## src/rtl/arma_pkg.sv

```systemverilog
package arma_pkg;

  // Accumulator: 30 fractional bits, wide enough for bias plus seven products.
  localparam int ACC_W  = 50;
  localparam int PROD_W = 48;
  localparam int FRAC_SHIFT = 14;
  localparam int FF_ALIGN   = 8;
  localparam int RND_W  = ACC_W - FRAC_SHIFT;

  // History memories: four entries, three of them live.
  localparam int HADDR_W = 2;

  // Tap sequence: ff0..ff3 then fb1..fb3.
  localparam logic [2:0] FIRST_FB_TAP = 3'd4;
  localparam logic [2:0] LAST_TAP     = 3'd6;

  // Configuration register indexes.
  localparam logic [2:0] CFG_FF0  = 3'd0;
  localparam logic [2:0] CFG_FF1  = 3'd1;
  localparam logic [2:0] CFG_FF2  = 3'd2;
  localparam logic [2:0] CFG_FF3  = 3'd3;
  localparam logic [2:0] CFG_BIAS = 3'd4;
  localparam logic [2:0] CFG_FB1  = 3'd5;
  localparam logic [2:0] CFG_FB2  = 3'd6;
  localparam logic [2:0] CFG_FB3  = 3'd7;

  typedef enum logic [2:0] {
    ST_IDLE   = 3'b001,
    ST_ISSUE  = 3'b010,
    ST_FINISH = 3'b100
  } state_t;

  typedef struct packed {
    logic load;   // start of a word: load bias into the accumulator
    logic vld;    // operand and coefficient carry a tap this cycle
    logic is_ff;  // feed-forward tap, needs alignment by FF_ALIGN
  } mac_op_t;

endpackage

```

## src/rtl/arma_if.sv

```systemverilog
interface arma_in_if;
  logic               valid;
  logic               ready;
  logic signed [15:0] sample_in;

  modport source (output valid, output sample_in, input ready);
  modport sink   (input valid, input sample_in, output ready);
endinterface

interface arma_out_if;
  logic               valid;
  logic               ready;
  logic signed [31:0] sample_out;
  logic               saturated;

  modport source (output valid, output sample_out, output saturated, input ready);
  modport sink   (input valid, input sample_out, input saturated, output ready);
endinterface

```

## src/rtl/arma_iir_filter_step.sv

```systemverilog
// Fixed-point ARMA (direct-form IIR) step. Each input word carries one Q8.8 sample x(t) and
// yields one output word y(t) = bias + sum ff_coef_i*x(t-i) + sum fb_coef_j*y(t-j), in Q16.16,
// rounded to nearest (ties up) and saturated to 32 bits with the saturated flag set on clipping.
// One shared 16x32 multiplier with a registered product and a 50-bit accumulator walks seven taps
// (ff0..ff3, fb1..fb3) one per cycle; past inputs and outputs live in two small synchronous
// history memories that are read one tap ahead and written once per word. A word is accepted
// in the idle state, its seven taps are issued, and the finish state then waits for the read,
// multiply and accumulate stages to drain and the output register to be free. Histories read
// as zero after reset. Configuration writes take effect at once and belong between words.
module arma_iir_filter_step
  import arma_pkg::*;
#(
  parameter int FF_TAPS = 4,
  parameter int FB_TAPS = 3
) (
  input  logic        clk,
  input  logic        rst,
  input  logic        cfg_we,
  input  logic [2:0]  cfg_idx,
  input  logic [31:0] cfg_data,
  arma_in_if.sink     in_ch,
  arma_out_if.source  out_ch
);

  // Configuration registers.
  logic signed [15:0] ff_coef [4];
  logic signed [15:0] fb_coef [1:3];
  logic signed [31:0] bias;

  always_ff @(posedge clk) begin
    if (rst) begin
      for (int i = 0; i < 4; i++) ff_coef[i] <= '0;
      for (int j = 1; j <= 3; j++) fb_coef[j] <= '0;
      bias <= '0;
    end else if (cfg_we) begin
      case (cfg_idx)
        CFG_FF0:  ff_coef[0] <= cfg_data[15:0];
        CFG_FF1:  ff_coef[1] <= cfg_data[15:0];
        CFG_FF2:  ff_coef[2] <= cfg_data[15:0];
        CFG_FF3:  ff_coef[3] <= cfg_data[15:0];
        CFG_BIAS: bias       <= cfg_data;
        CFG_FB1:  fb_coef[1] <= cfg_data[15:0];
        CFG_FB2:  fb_coef[2] <= cfg_data[15:0];
        CFG_FB3:  fb_coef[3] <= cfg_data[15:0];
        default:  ;
      endcase
    end
  end

  // Sequencer.
  state_t             state;
  logic [2:0]         tap;
  logic [HADDR_W-1:0] head;      // slot where the current word goes; older words sit below it
  logic signed [15:0] x_cur;

  // Stage B: memory data arrives, coefficient waits alongside it.
  logic               b_vld;
  logic               b_is_ff;
  logic               b_tap0;
  logic signed [15:0] b_coef;

  logic               in_acc;
  logic               done;
  logic               out_vld;
  logic signed [31:0] out_sample;
  logic               out_sat;

  logic [2:0]         tap_m3;
  logic [1:0]         fb_j;
  logic [HADDR_W-1:0] x_raddr;
  logic [HADDR_W-1:0] y_raddr;
  logic signed [15:0] issue_coef;
  logic               issue_ff;

  logic [15:0]        x_rd;
  logic [31:0]        y_rd;
  logic signed [31:0] operand;
  mac_op_t            mac_op;
  logic signed [ACC_W-1:0] acc;
  logic               mac_busy;

  logic signed [ACC_W-1:0] acc_rnd;
  logic signed [RND_W-1:0] rnd;
  logic signed [31:0]      y_new;
  logic                    y_sat;

  assign in_ch.ready = (state == ST_IDLE);
  assign in_acc      = in_ch.valid && in_ch.ready;

  // Finish once the pipe has drained and the output register is free or being emptied.
  assign done = (state == ST_FINISH) && !b_vld && !mac_busy && (!out_vld || out_ch.ready);

  // Address and coefficient for the tap being issued.
  assign tap_m3   = tap - 3'd3;
  assign fb_j     = tap_m3[1:0];
  assign issue_ff = (tap < FIRST_FB_TAP);
  assign x_raddr  = head - HADDR_W'(tap[1:0]);
  assign y_raddr  = head - HADDR_W'(fb_j);

  always_comb begin
    issue_coef = '0;
    if (issue_ff) begin
      if (tap < 3'(FF_TAPS)) begin
        issue_coef = ff_coef[tap[1:0]];
      end
    end else if (fb_j <= 2'(FB_TAPS) && fb_j != 2'd0) begin
      issue_coef = fb_coef[fb_j];
    end
  end

  always_ff @(posedge clk) begin
    if (rst) begin
      state <= ST_IDLE;
      tap   <= '0;
      head  <= '0;
      b_vld <= 1'b0;
    end else begin
      b_vld <= 1'b0;
      case (state)
        ST_IDLE: begin
          if (in_acc) begin
            tap   <= '0;
            state <= ST_ISSUE;
          end
        end
        ST_ISSUE: begin
          b_vld <= 1'b1;
          tap   <= tap + 3'd1;
          if (tap == LAST_TAP) begin
            state <= ST_FINISH;
          end
        end
        ST_FINISH: begin
          if (done) begin
            head  <= head + HADDR_W'(1);
            state <= ST_IDLE;
          end
        end
        default: state <= ST_IDLE;
      endcase
    end
  end

  always_ff @(posedge clk) begin
    if (in_acc) begin
      x_cur <= in_ch.sample_in;
    end
    b_is_ff <= issue_ff;
    b_tap0  <= (tap == 3'd0);
    b_coef  <= issue_coef;
  end

  // History memories: x(t-1..t-3) and y(t-1..t-3).
  arma_hist_mem #(.W(16)) u_xhist (
    .clk     (clk),
    .rst     (rst),
    .rd_addr (x_raddr),
    .rd_data (x_rd),
    .wr_en   (done),
    .wr_addr (head),
    .wr_data (x_cur)
  );

  arma_hist_mem #(.W(32)) u_yhist (
    .clk     (clk),
    .rst     (rst),
    .rd_addr (y_raddr),
    .rd_data (y_rd),
    .wr_en   (done),
    .wr_addr (head),
    .wr_data (y_new)
  );

  // Current sample bypasses the memory on tap 0.
  always_comb begin
    if (b_tap0) begin
      operand = 32'(x_cur);
    end else if (b_is_ff) begin
      operand = 32'(signed'(x_rd));
    end else begin
      operand = signed'(y_rd);
    end
  end

  assign mac_op.load  = in_acc;
  assign mac_op.vld   = b_vld;
  assign mac_op.is_ff = b_is_ff;

  arma_mac u_mac (
    .clk     (clk),
    .rst     (rst),
    .op      (mac_op),
    .coef    (b_coef),
    .operand (operand),
    .bias    (bias),
    .acc     (acc),
    .busy    (mac_busy)
  );

  // Round half up to Q16.16, then clip to 32 bits.
  assign acc_rnd = acc + ACC_W'(1 << (FRAC_SHIFT - 1));
  assign rnd     = RND_W'(acc_rnd >>> FRAC_SHIFT);

  always_comb begin
    y_sat = 1'b0;
    y_new = rnd[31:0];
    if (rnd > RND_W'(signed'(32'h7fff_ffff))) begin
      y_new = 32'sh7fff_ffff;
      y_sat = 1'b1;
    end else if (rnd < RND_W'(signed'(32'h8000_0000))) begin
      y_new = 32'sh8000_0000;
      y_sat = 1'b1;
    end
  end

  // Output register: hold until taken.
  always_ff @(posedge clk) begin
    if (rst) begin
      out_vld <= 1'b0;
    end else if (done) begin
      out_vld <= 1'b1;
    end else if (out_ch.ready) begin
      out_vld <= 1'b0;
    end
  end

  always_ff @(posedge clk) begin
    if (done) begin
      out_sample <= y_new;
      out_sat    <= y_sat;
    end
  end

  assign out_ch.valid      = out_vld;
  assign out_ch.sample_out = out_sample;
  assign out_ch.saturated  = out_sat;

  // A word is worked on alone: no second accept right after one.
  a_one_word: assert property (@(posedge clk) disable iff (rst)
    in_acc |=> !in_ch.ready)
    else $error("input accepted while a word is in flight");

  // The pipe is empty whenever the sequencer is idle.
  a_idle_empty: assert property (@(posedge clk) disable iff (rst)
    (state == ST_IDLE) |-> (!b_vld && !mac_busy))
    else $error("tap pipeline busy while idle");

  // A new result only comes out of the finish step.
  a_out_src: assert property (@(posedge clk) disable iff (rst)
    $rose(out_vld) |-> $past(state == ST_FINISH))
    else $error("output loaded outside the finish step");

  // Tap counter stays within the seven taps while issuing.
  a_tap_range: assert property (@(posedge clk) disable iff (rst)
    (state == ST_ISSUE) |-> (tap <= LAST_TAP))
    else $error("tap index out of range");

endmodule

```

## src/rtl/arma_hist_mem.sv

```systemverilog
module arma_hist_mem
  import arma_pkg::*;
#(
  parameter int W = 16
) (
  input  logic                clk,
  input  logic                rst,
  input  logic [HADDR_W-1:0]  rd_addr,
  output logic [W-1:0]        rd_data,
  input  logic                wr_en,
  input  logic [HADDR_W-1:0]  wr_addr,
  input  logic [W-1:0]        wr_data
);

  localparam int DEPTH = 1 << HADDR_W;

  logic [W-1:0]     mem [DEPTH];
  logic [DEPTH-1:0] vld;
  logic [W-1:0]     q;
  logic             q_vld;

  always_ff @(posedge clk) begin
    if (wr_en) begin
      mem[wr_addr] <= wr_data;
    end
    q <= mem[rd_addr];
  end

  // Entries never written read as zero.
  always_ff @(posedge clk) begin
    if (rst) begin
      vld   <= '0;
      q_vld <= 1'b0;
    end else begin
      if (wr_en) begin
        vld[wr_addr] <= 1'b1;
      end
      q_vld <= vld[rd_addr];
    end
  end

  assign rd_data = q_vld ? q : '0;

endmodule

```

## src/rtl/arma_mac.sv

```systemverilog
module arma_mac
  import arma_pkg::*;
(
  input  logic                    clk,
  input  logic                    rst,
  input  mac_op_t                 op,
  input  logic signed [15:0]      coef,
  input  logic signed [31:0]      operand,
  input  logic signed [31:0]      bias,
  output logic signed [ACC_W-1:0] acc,
  output logic                    busy
);

  logic signed [PROD_W-1:0] prod;
  logic                     prod_vld;
  logic                     prod_ff;
  logic signed [ACC_W-1:0]  prod_al;

  always_ff @(posedge clk) begin
    prod    <= coef * operand;
    prod_ff <= op.is_ff;
  end

  always_ff @(posedge clk) begin
    if (rst) begin
      prod_vld <= 1'b0;
    end else begin
      prod_vld <= op.vld;
    end
  end

  // Q8.8 x Q2.14 has 22 fraction bits: move up to 30.
  always_comb begin
    prod_al = ACC_W'(prod);
    if (prod_ff) begin
      prod_al = prod_al <<< FF_ALIGN;
    end
  end

  always_ff @(posedge clk) begin
    if (op.load) begin
      acc <= ACC_W'(bias) <<< FRAC_SHIFT;
    end else if (prod_vld) begin
      acc <= acc + prod_al;
    end
  end

  assign busy = prod_vld;

endmodule

```

## src/flat_wrapper.sv

```systemverilog
// flat-port wrapper written by rule: the top's interface ports become plain ports
module arma_iir_filter_step_flat import arma_pkg::*;
#(
  parameter int FF_TAPS = 4,
  parameter int FB_TAPS = 3
)
  (clk, rst, cfg_we, cfg_idx, cfg_data, in_ch_valid, in_ch_sample_in, in_ch_ready, out_ch_valid, out_ch_sample_out, out_ch_saturated, out_ch_ready);
  arma_in_if in_ch_i ();
  arma_out_if out_ch_i ();
  input  logic clk;
  input  logic rst;
  input  logic cfg_we;
  input  logic [2:0] cfg_idx;
  input  logic [31:0] cfg_data;
  input wire logic [$bits(in_ch_i.valid)-1:0] in_ch_valid;
  input wire logic [$bits(in_ch_i.sample_in)-1:0] in_ch_sample_in;
  output wire logic [$bits(in_ch_i.ready)-1:0] in_ch_ready;
  output wire logic [$bits(out_ch_i.valid)-1:0] out_ch_valid;
  output wire logic [$bits(out_ch_i.sample_out)-1:0] out_ch_sample_out;
  output wire logic [$bits(out_ch_i.saturated)-1:0] out_ch_saturated;
  input wire logic [$bits(out_ch_i.ready)-1:0] out_ch_ready;
  assign in_ch_i.valid = in_ch_valid;
  assign in_ch_i.sample_in = in_ch_sample_in;
  assign in_ch_ready = in_ch_i.ready;
  assign out_ch_valid = out_ch_i.valid;
  assign out_ch_sample_out = out_ch_i.sample_out;
  assign out_ch_saturated = out_ch_i.saturated;
  assign out_ch_i.ready = out_ch_ready;
  arma_iir_filter_step #(.FF_TAPS(FF_TAPS), .FB_TAPS(FB_TAPS)) u_core (.clk(clk), .rst(rst), .cfg_we(cfg_we), .cfg_idx(cfg_idx), .cfg_data(cfg_data), .in_ch(in_ch_i), .out_ch(out_ch_i));
endmodule
```

## config.mk

```make
export PLATFORM = sky130hd
export DESIGN_NAME = arma_iir_filter_step_flat
export DESIGN_NICKNAME = d
export VERILOG_FILES = /design/src/rtl/arma_pkg.sv /design/src/rtl/arma_if.sv /design/src/rtl/arma_iir_filter_step.sv /design/src/rtl/arma_hist_mem.sv /design/src/rtl/arma_mac.sv /design/src/flat_wrapper.sv
export SDC_FILE = /design/constraint.sdc
export NUM_CORES = 2
export LEC_CHECK = 0
export BUFFER_PORTS_ARGS = -buffer_cell sky130_fd_sc_hd__buf_2
export CAP_MARGIN = 10
export CORE_ASPECT_RATIO = 0.7
export CORE_MARGIN = 5
export CORE_UTILIZATION = 61
export DETAILED_ROUTE_END_ITERATION = 12
export PLACE_DENSITY = 0.84
export SYNTH_ARGS = -nofsm -noshare
export SYNTH_HDL_FRONTEND = slang
export SYNTH_SLANG_ARGS = --single-unit
```

## constraint.sdc

```tcl
create_clock -name clk -period 19.7 [get_ports clk]
set_clock_uncertainty 0.15 [all_clocks]
set_input_delay 0.985 -clock clk [delete_from_list [all_inputs] [get_ports clk]]
set_output_delay 0.985 -clock clk [all_outputs]
set_load 0.01 [all_outputs]
```

After elaboration in Yosys (flattened, before gate mapping)
Memory sizes are Yosys's and may differ from the RTL's. A register that Yosys moved wholly into a read port is not among the register bits.
Cells that the tools add are included.
Word-level totals
  register bits: 219
  bits of input ports: 56
  output and inout port bits: 35
  word-level logic and storage cells: 152
  memories: 4
  memory bits (writable): 304
Operators by class
  reductions and logical operators: 20
  multiply operators: 1
  bitwise operators: 9
  multiplexer cells: 68
  add/subtract/negate cells: 7
  equal/unequal tests: 14
  $lt $le $gt $ge: 8
Memory list
  u_core.u_yhist.mem: depth 4, bits a word 32, rd ports 1, clocked after Yosys merged registers in 1, write ports 1, RTL line arma_hist_mem.sv:17  | logic [W-1:0] mem [DEPTH];
  u_core.ff_coef: depth 4, bits a word 16, rd ports 1, clocked after Yosys merged registers in 1, write ports 4, RTL line arma_iir_filter_step.sv:26  | logic signed [15:0] ff_coef [4];
  u_core.u_xhist.mem: depth 4, bits a word 16, rd ports 1, clocked after Yosys merged registers in 1, write ports 1, RTL line arma_hist_mem.sv:17
  u_core.fb_coef: depth 3, bits a word 16, rd ports 1, clocked after Yosys merged registers in 0, write ports 3, RTL line arma_iir_filter_step.sv:27  | logic signed [15:0] fb_coef [1:3];
Operator list (number)
  two-way mux 16 bit: 10
  two-way mux 32 bit: 5
  two-way mux 50 bit: 3
  adder 50 x 15 -> 50 bit (second input constant): 1
  adder 50 bit: 1
  multiplier 16 x 32 -> 48 bit: 1
  two-way mux 1 bit: 39
  > comparator 36 x 32 -> 1 bit (second input constant): 1
  less-than comparator 36 x 32 -> 1 bit (second input constant): 1
  == test 3 bit (second input constant): 6
  two-way mux 3 bit: 4
  == test 3 x 2 -> 1 bit (second input constant): 3
  less-than comparator 2 x 3 -> 1 bit (second input constant): 3
  case mux 3 bit (3 select lines): 1
  bitwise OR 4 bit: 2
  nonzero test 2 bit: 4
  bitwise OR 1 bit: 7
  == test 3 x 1 -> 1 bit (second input constant): 2
  logical AND 1 bit: 6
  logical NOT 3 bit: 2
  case mux 3 bit (2 select lines): 1
  AND reduction 2 bit: 3
  binary-select mux 1 bit (select 2 bit): 2
  two-way mux 2 bit: 2
  13 further kinds: 17

Logic depth before layout (Yosys ltp)
  depth after elaboration: 6
  depth in mapped cells: 30
  gate-level depth less buffers: 27

By module
From an unflattened synthesis, not the netlist that was laid out.
Unflattened totals
  cells, all modules: 4022
  area total of the unflattened synthesis: 43244.0 µm²
Modules (own cells, without submodules)
  arma_mac: sequential area each 2362.3 µm², instances 1, cells an instance 2756, area an instance 24405.9 µm²
  arma_iir_filter_step: sequential area each 6075.8 µm², instances 1, cells an instance 878, area an instance 10151.0 µm²
  arma_hist_mem at u_core.u_yhist: sequential area each 4584.4 µm², instances 1, cells an instance 253, area an instance 5715.5 µm²
  arma_hist_mem at u_core.u_xhist: sequential area each 2342.2 µm², instances 1, cells an instance 135, area an instance 2971.6 µm²

Worst setup path before layout
OpenSTA, ideal clock, no wires.
  path kind: flip-flop to flip-flop
  from: reg u_core.b_is_ff
  to: reg u_core.u_mac.prod[45]
  cell stages (with the launch flop): 28
  library setup time: 0.116 ns
  path buffers: 4
  path slack: 12.309 ns
  clock period less this slack: 7.391 ns
  required time: 19.435 ns
  arrival time: 7.126 ns
  cell sequence: dfxtp_1 -> and2_1 -> clkbuf_1 -> clkbuf_1 -> a22oi_1 -> o21ai_0 -> clkbuf_1 -> nand2_1 -> fa_1 -> inv_1 -> fa_1 -> fa_1 -> fa_1 -> fa_1 -> inv_1 -> fa_1 -> inv_1 -> ha_1 -> clkbuf_1 -> and3_1 -> o211ai_1 -> nand3b_1 -> o21ai_2 -> a211oi_1 -> o31ai_2 -> a31oi_1 -> or3b_1 -> and3_1
On the way
  longest elaborated chain between the ends: 3
Ends and longest elaborated chain
  start, declared: RTL line arma_iir_filter_step.sv:58  | logic b_is_ff;
  start signal, assigned: RTL line arma_iir_filter_step.sv:148  | b_is_ff <= issue_ff;
  two-way mux 32 bit: RTL line arma_iir_filter_step.sv:178  | end else if (b_is_ff) begin
  two-way mux 32 bit: RTL line arma_iir_filter_step.sv:176  | if (b_tap0) begin
  multiplier 16 x 32 -> 48 bit: RTL line arma_mac.sv:20  | prod <= coef * operand;
  end signal, assigned: RTL line arma_mac.sv:20
  end, declared: RTL line arma_mac.sv:14  | logic signed [PROD_W-1:0] prod;
No other way between the ends.
A chain may end at the register's enable or synchronous reset.

Worst setup path in the final report
Same ends and word-level chain as after synthesis.

==> metrics.md <==
| Metric | Value |
|---|---|
| Grt met2 use | `0.4331` |
| Synth-to-Final Area Change | `7.440%` |
| CP cell instances | `and2_1, a21oi_1, buf_4, a21oi_1, nand2_1, fa_1, fa_1, fa_1, inv_1, fa_1, fa_1, inv_1, fa_1, inv_1, ha_1, and3_1, o211ai_1, nand3b_1, o21ai_2, a211oi_1, o31ai_2, a31oi_1, or3b_1, and3_1` |
| Seq/Total Area, Yosys | `0.3608` |
| Routed vias/inst | `around 6` |
| Vias in the first global route | `30470` |
| Final setup TNS | `0 ps` |
| Compound-Gate Fraction of Synth Area | `0.07534` |
| DR vias | `29580` |
| Status | `completed` |
| Post-Synthesis Cells | `4006` |
| Met3 Track Usage GR | `0.1066` |
| Main synth FF type | `edfxtp_1` |
| Crit-path slowest cell | `a21oi_1` |
| Share of post-route cells with drive strength above 1 | `0.09636` |
| Crit end category | `flop` |
| CTS root buf | `clkbuf_16` |
| Final Critical Period | `8789 ps` |
| Die Wd | `325.8 um` |
| Die outline height | `approximately 230 um` |
| Wirelength per Cell | `22.04 um` |
| Critical Path Most Common Cell | `fa_1` |
| Slew HR | `0.1527` |
| Crit. path cell count | `24` |
| GRT Resource Usage Total | `0.2963` |
| Most common cell after layout, fill and taps aside | `inv_1` |
| Met1 GRT Util | `0.4265` |
| Post-Synth Adder-Cell Area | `0.2798` |
| R2R Setup Slk | `about 11000 ps` |
| First-pass GRT wire length | `174.0 mm` |
| Worst-Skew Late Latency | `640 ps` |
| Diode count | `0` |
| Most frequent cells in the layout | `596 x inv_1, 526 x nand2_1, 487 x fa_1` |
| Yosys Warn Count | `0` |
| WP data required | `20020 ps` |
| Synthesized area | `42580 um^2` |
| # hold bufs at CTS | `0` |
| Final setup viols | `0` |
| Port-buffer cells | `90` |
| Unrepaired setup endpoints after global routing | `false` |
| Reg2reg end | `u_core.u_mac.prod[45]$_DFF_P_` |
| Fin. max-slew vios | `0` |
| Hold Path Origin | `u_core.b_is_ff$_DFF_P_` |
| HPWL after DPL | `80.93 mm` |
| WS Path Type | `reg -> reg` |
| H-tree levels | `2` |
| Initial core utilization | `0.6125` |
| Main combinational cell family by area after synthesis | `adder cells` |
| Rows | `between 80 and 90` |
| Grt peak-use layer | `met2` |
| Xor and xnor fraction of the mapped netlist area | `0.02756` |
| Hold Fails Final Rpt | `0` |
| Crit. Startpoint | `u_core.b_is_ff$_DFF_P_` |
| Max Cap Violations | `0` |
| Post-CTS Setup Inserts | `0` |
| Unique masters post-synth | `74` |
| Peak Freq | `0.1138 GHz` |
| Congestion Overflow GR | `0` |
| Drt pass-1 iters | `6` |
| Initial antenna violation count | `1` |
| Reg2Reg Depth | `24` |
| ANT nets after route | `0` |
| Core outline area | `approximately 70000 um^2` |
| DR iter-0 viols | `3202` |
| Resize count post-CTS | `0` |
| Largest net degree at the start of global routing | `65` |
| Crit-path max FO | `17` |
| Buf/Inv on CP | `4` |
| CP arrival | `just over 9000 ps` |
| Mux cell area share after synthesis | `0.05086` |
| Top Family by Delay on Critical Path | `adder cells` |
| Hold path endpoint | `u_core.u_mac.prod_ff$_DFF_P_` |
| Max Root-Sink Buffers | `3` |
| CTS Buf Count | `51` |
| DRC viols | `0` |
| Synth async-reset ratio | `0` |
| R2R Path Start | `u_core.b_is_ff$_DFF_P_` |
| # clock sinks | `573` |
| Die ar. | `75280 um^2` |
| Post-layout net count | `roughly 4700` |
| CTS tree | `done` |
| Synth Register Bits | `573` |
| Syn nets | `4722` |
| Reg clk slew, reported paths | `70 ps` |
| Crit path largest cell delay | `980 ps` |
| Worst slew pin tran | `1271 ps` |
| Avg Cell Area, Syn | `10.63 um^2` |
| Worst Hold Depth | `0` |
| Final Cycle Share | `0.4461` |
| RePlAce Congestion | `a little under 1` |
| Hold crit path type | `reg -> reg` |
| # IOs | `91` |
| EDFF count, synth | `a little under 400` |
| Startpoint Class | `flop` |
| Simple-Gate Fraction of Synth Area | `0.1345` |
| Routed wire length | `109.8 mm` |
## cells by family (layout without fill, tap and decap cells)
group / after synthesis / count (layout)
DFF: 573 / 573
adders and majority gates: 660 / 660
and+or+nand+nor: 1185 / 1185
xor gates and xnor gates: 134 / 134
muxes: 129 / 129
buffers and inverters: 795 / 857
AOI/OAI and AO/OA: 530 / 530
## cells in the mapped netlist (4+ instances only)
master,number,area [um^2]
o21a_1,11,82.58
xnor2_1,76,665.6
o21ai_0,137,685.7
clkbuf_1,173,649.4
buf_6,4,45.04
mux2i_1,24,240.2
a41oi_1,5,43.79
inv_1,597,2241
a22oi_1,15,112.6
edfxtp_1,389,11680
mux4_2,66,1486
a21o_1,56,420.4
ha_1,173,2165
dfxtp_1,184,3684
o21ai_1,34,170.2
fa_1,487,9749
xor2_1,58,508.0
a21oi_1,169,845.8
nand2b_1,27,168.9
mux2_2,39,439.2
or3_1,4,25.02
nor2_1,142,533.0
o21bai_1,28,210.2
buf_1,8,30.03
o211ai_1,11,82.58
buf_2,10,50.05
nand2_1,526,1974
a31oi_1,11,68.82
nor3_1,22,110.1
nor4_1,7,43.79
nand4_1,29,181.4
a211oi_1,13,97.59
nor2b_1,27,168.9
nand3_1,45,225.2
and2_1,324,2027
o21ai_2,7,61.31
and3_1,12,75.07
## sequential cells by signal (all words and copies together), names as in the netlist, 2 cells and up, named ones only
signal	flops
u_core.u_xhist.vld	4
u_core.out_ch.sample_out	32
u_core.head	2
u_core.u_mac.prod	48
u_core.b_coef	16
u_core.bias	32
u_core.fb_coef	48
u_core.u_yhist.mem	128
u_core.x_cur	16
u_core.ff_coef	64
u_core.tap	3
u_core.u_mac.acc	50
u_core.u_yhist.q	32
u_core.u_xhist.mem	64
u_core.u_yhist.vld	4
u_core.u_xhist.q	16
u_core.state	3
## worst register-to-register path, stage by stage, from the launching register on
cell      delay [ps]
dfxtp_1          390
and2_1           620
a21oi_1          200
buf_4            240
a21oi_1          980
nand2_1          200
fa_1             590
fa_1             450
fa_1             510
inv_1             50
fa_1             490
fa_1             570
inv_1             60
fa_1             530
inv_1             40
ha_1             400
and3_1           220
o211ai_1          90
nand3b_1         160
o21ai_2          220
a211oi_1         140
o31ai_2          430
a31oi_1          290
or3b_1           420
and3_1           180
## routing by layer
layer | wire, um | vias to the layer above
met5 | 0 | -
met4 | 3250 | 0
met3 | 15030 | 216
met2 | 46650 | 1706
met1 | 44870 | 14650
li1 | - | 13010
## metrics by stage
step,instances,utilization,hold WS [ps],setup slack (ps),cell area (um^2)
after floorplan,4006,-,194.0,12310,42580
after global routing,4981,0.6580,259.1,10510,45750
final,4981,0.6580,253.5,10910,45750
after CTS,4979,0.6578,252.3,10940,45730
after detailed placement,4883,0.6329,225.4,11110,44000
after global placement,4883,0.6329,201.6,11320,44000
## cell type report
class | count | area (um^2)
multi-input cells | 2638 | 24260
fillers | 5128 | 23770
flip-flops and latches | 573 | 15370
inverters | 598 | 2245
clock buffers | 70 | 1419
well taps | 913 | 1142
repair buffers | 163 | 998.5
clock inverters | 26 | 312.8
## how the worst max path moves through the flow
stage	slack (ps)	endpoint
after floorplan	12310	u_core.u_mac.prod[45]$_DFF_P_
after global placement	11320	u_core.u_mac.prod[45]$_DFF_P_
after detailed placement	11110	u_core.u_mac.prod[45]$_DFF_P_
after CTS	10940	u_core.u_mac.prod[45]$_DFF_P_
after global routing	10510	u_core.u_mac.prod[41]$_DFF_P_
final	10910	u_core.u_mac.prod[45]$_DFF_P_
Power is not shown: default switching activity piles up to over one toggle a cycle in this logic, so the estimate is an artifact.
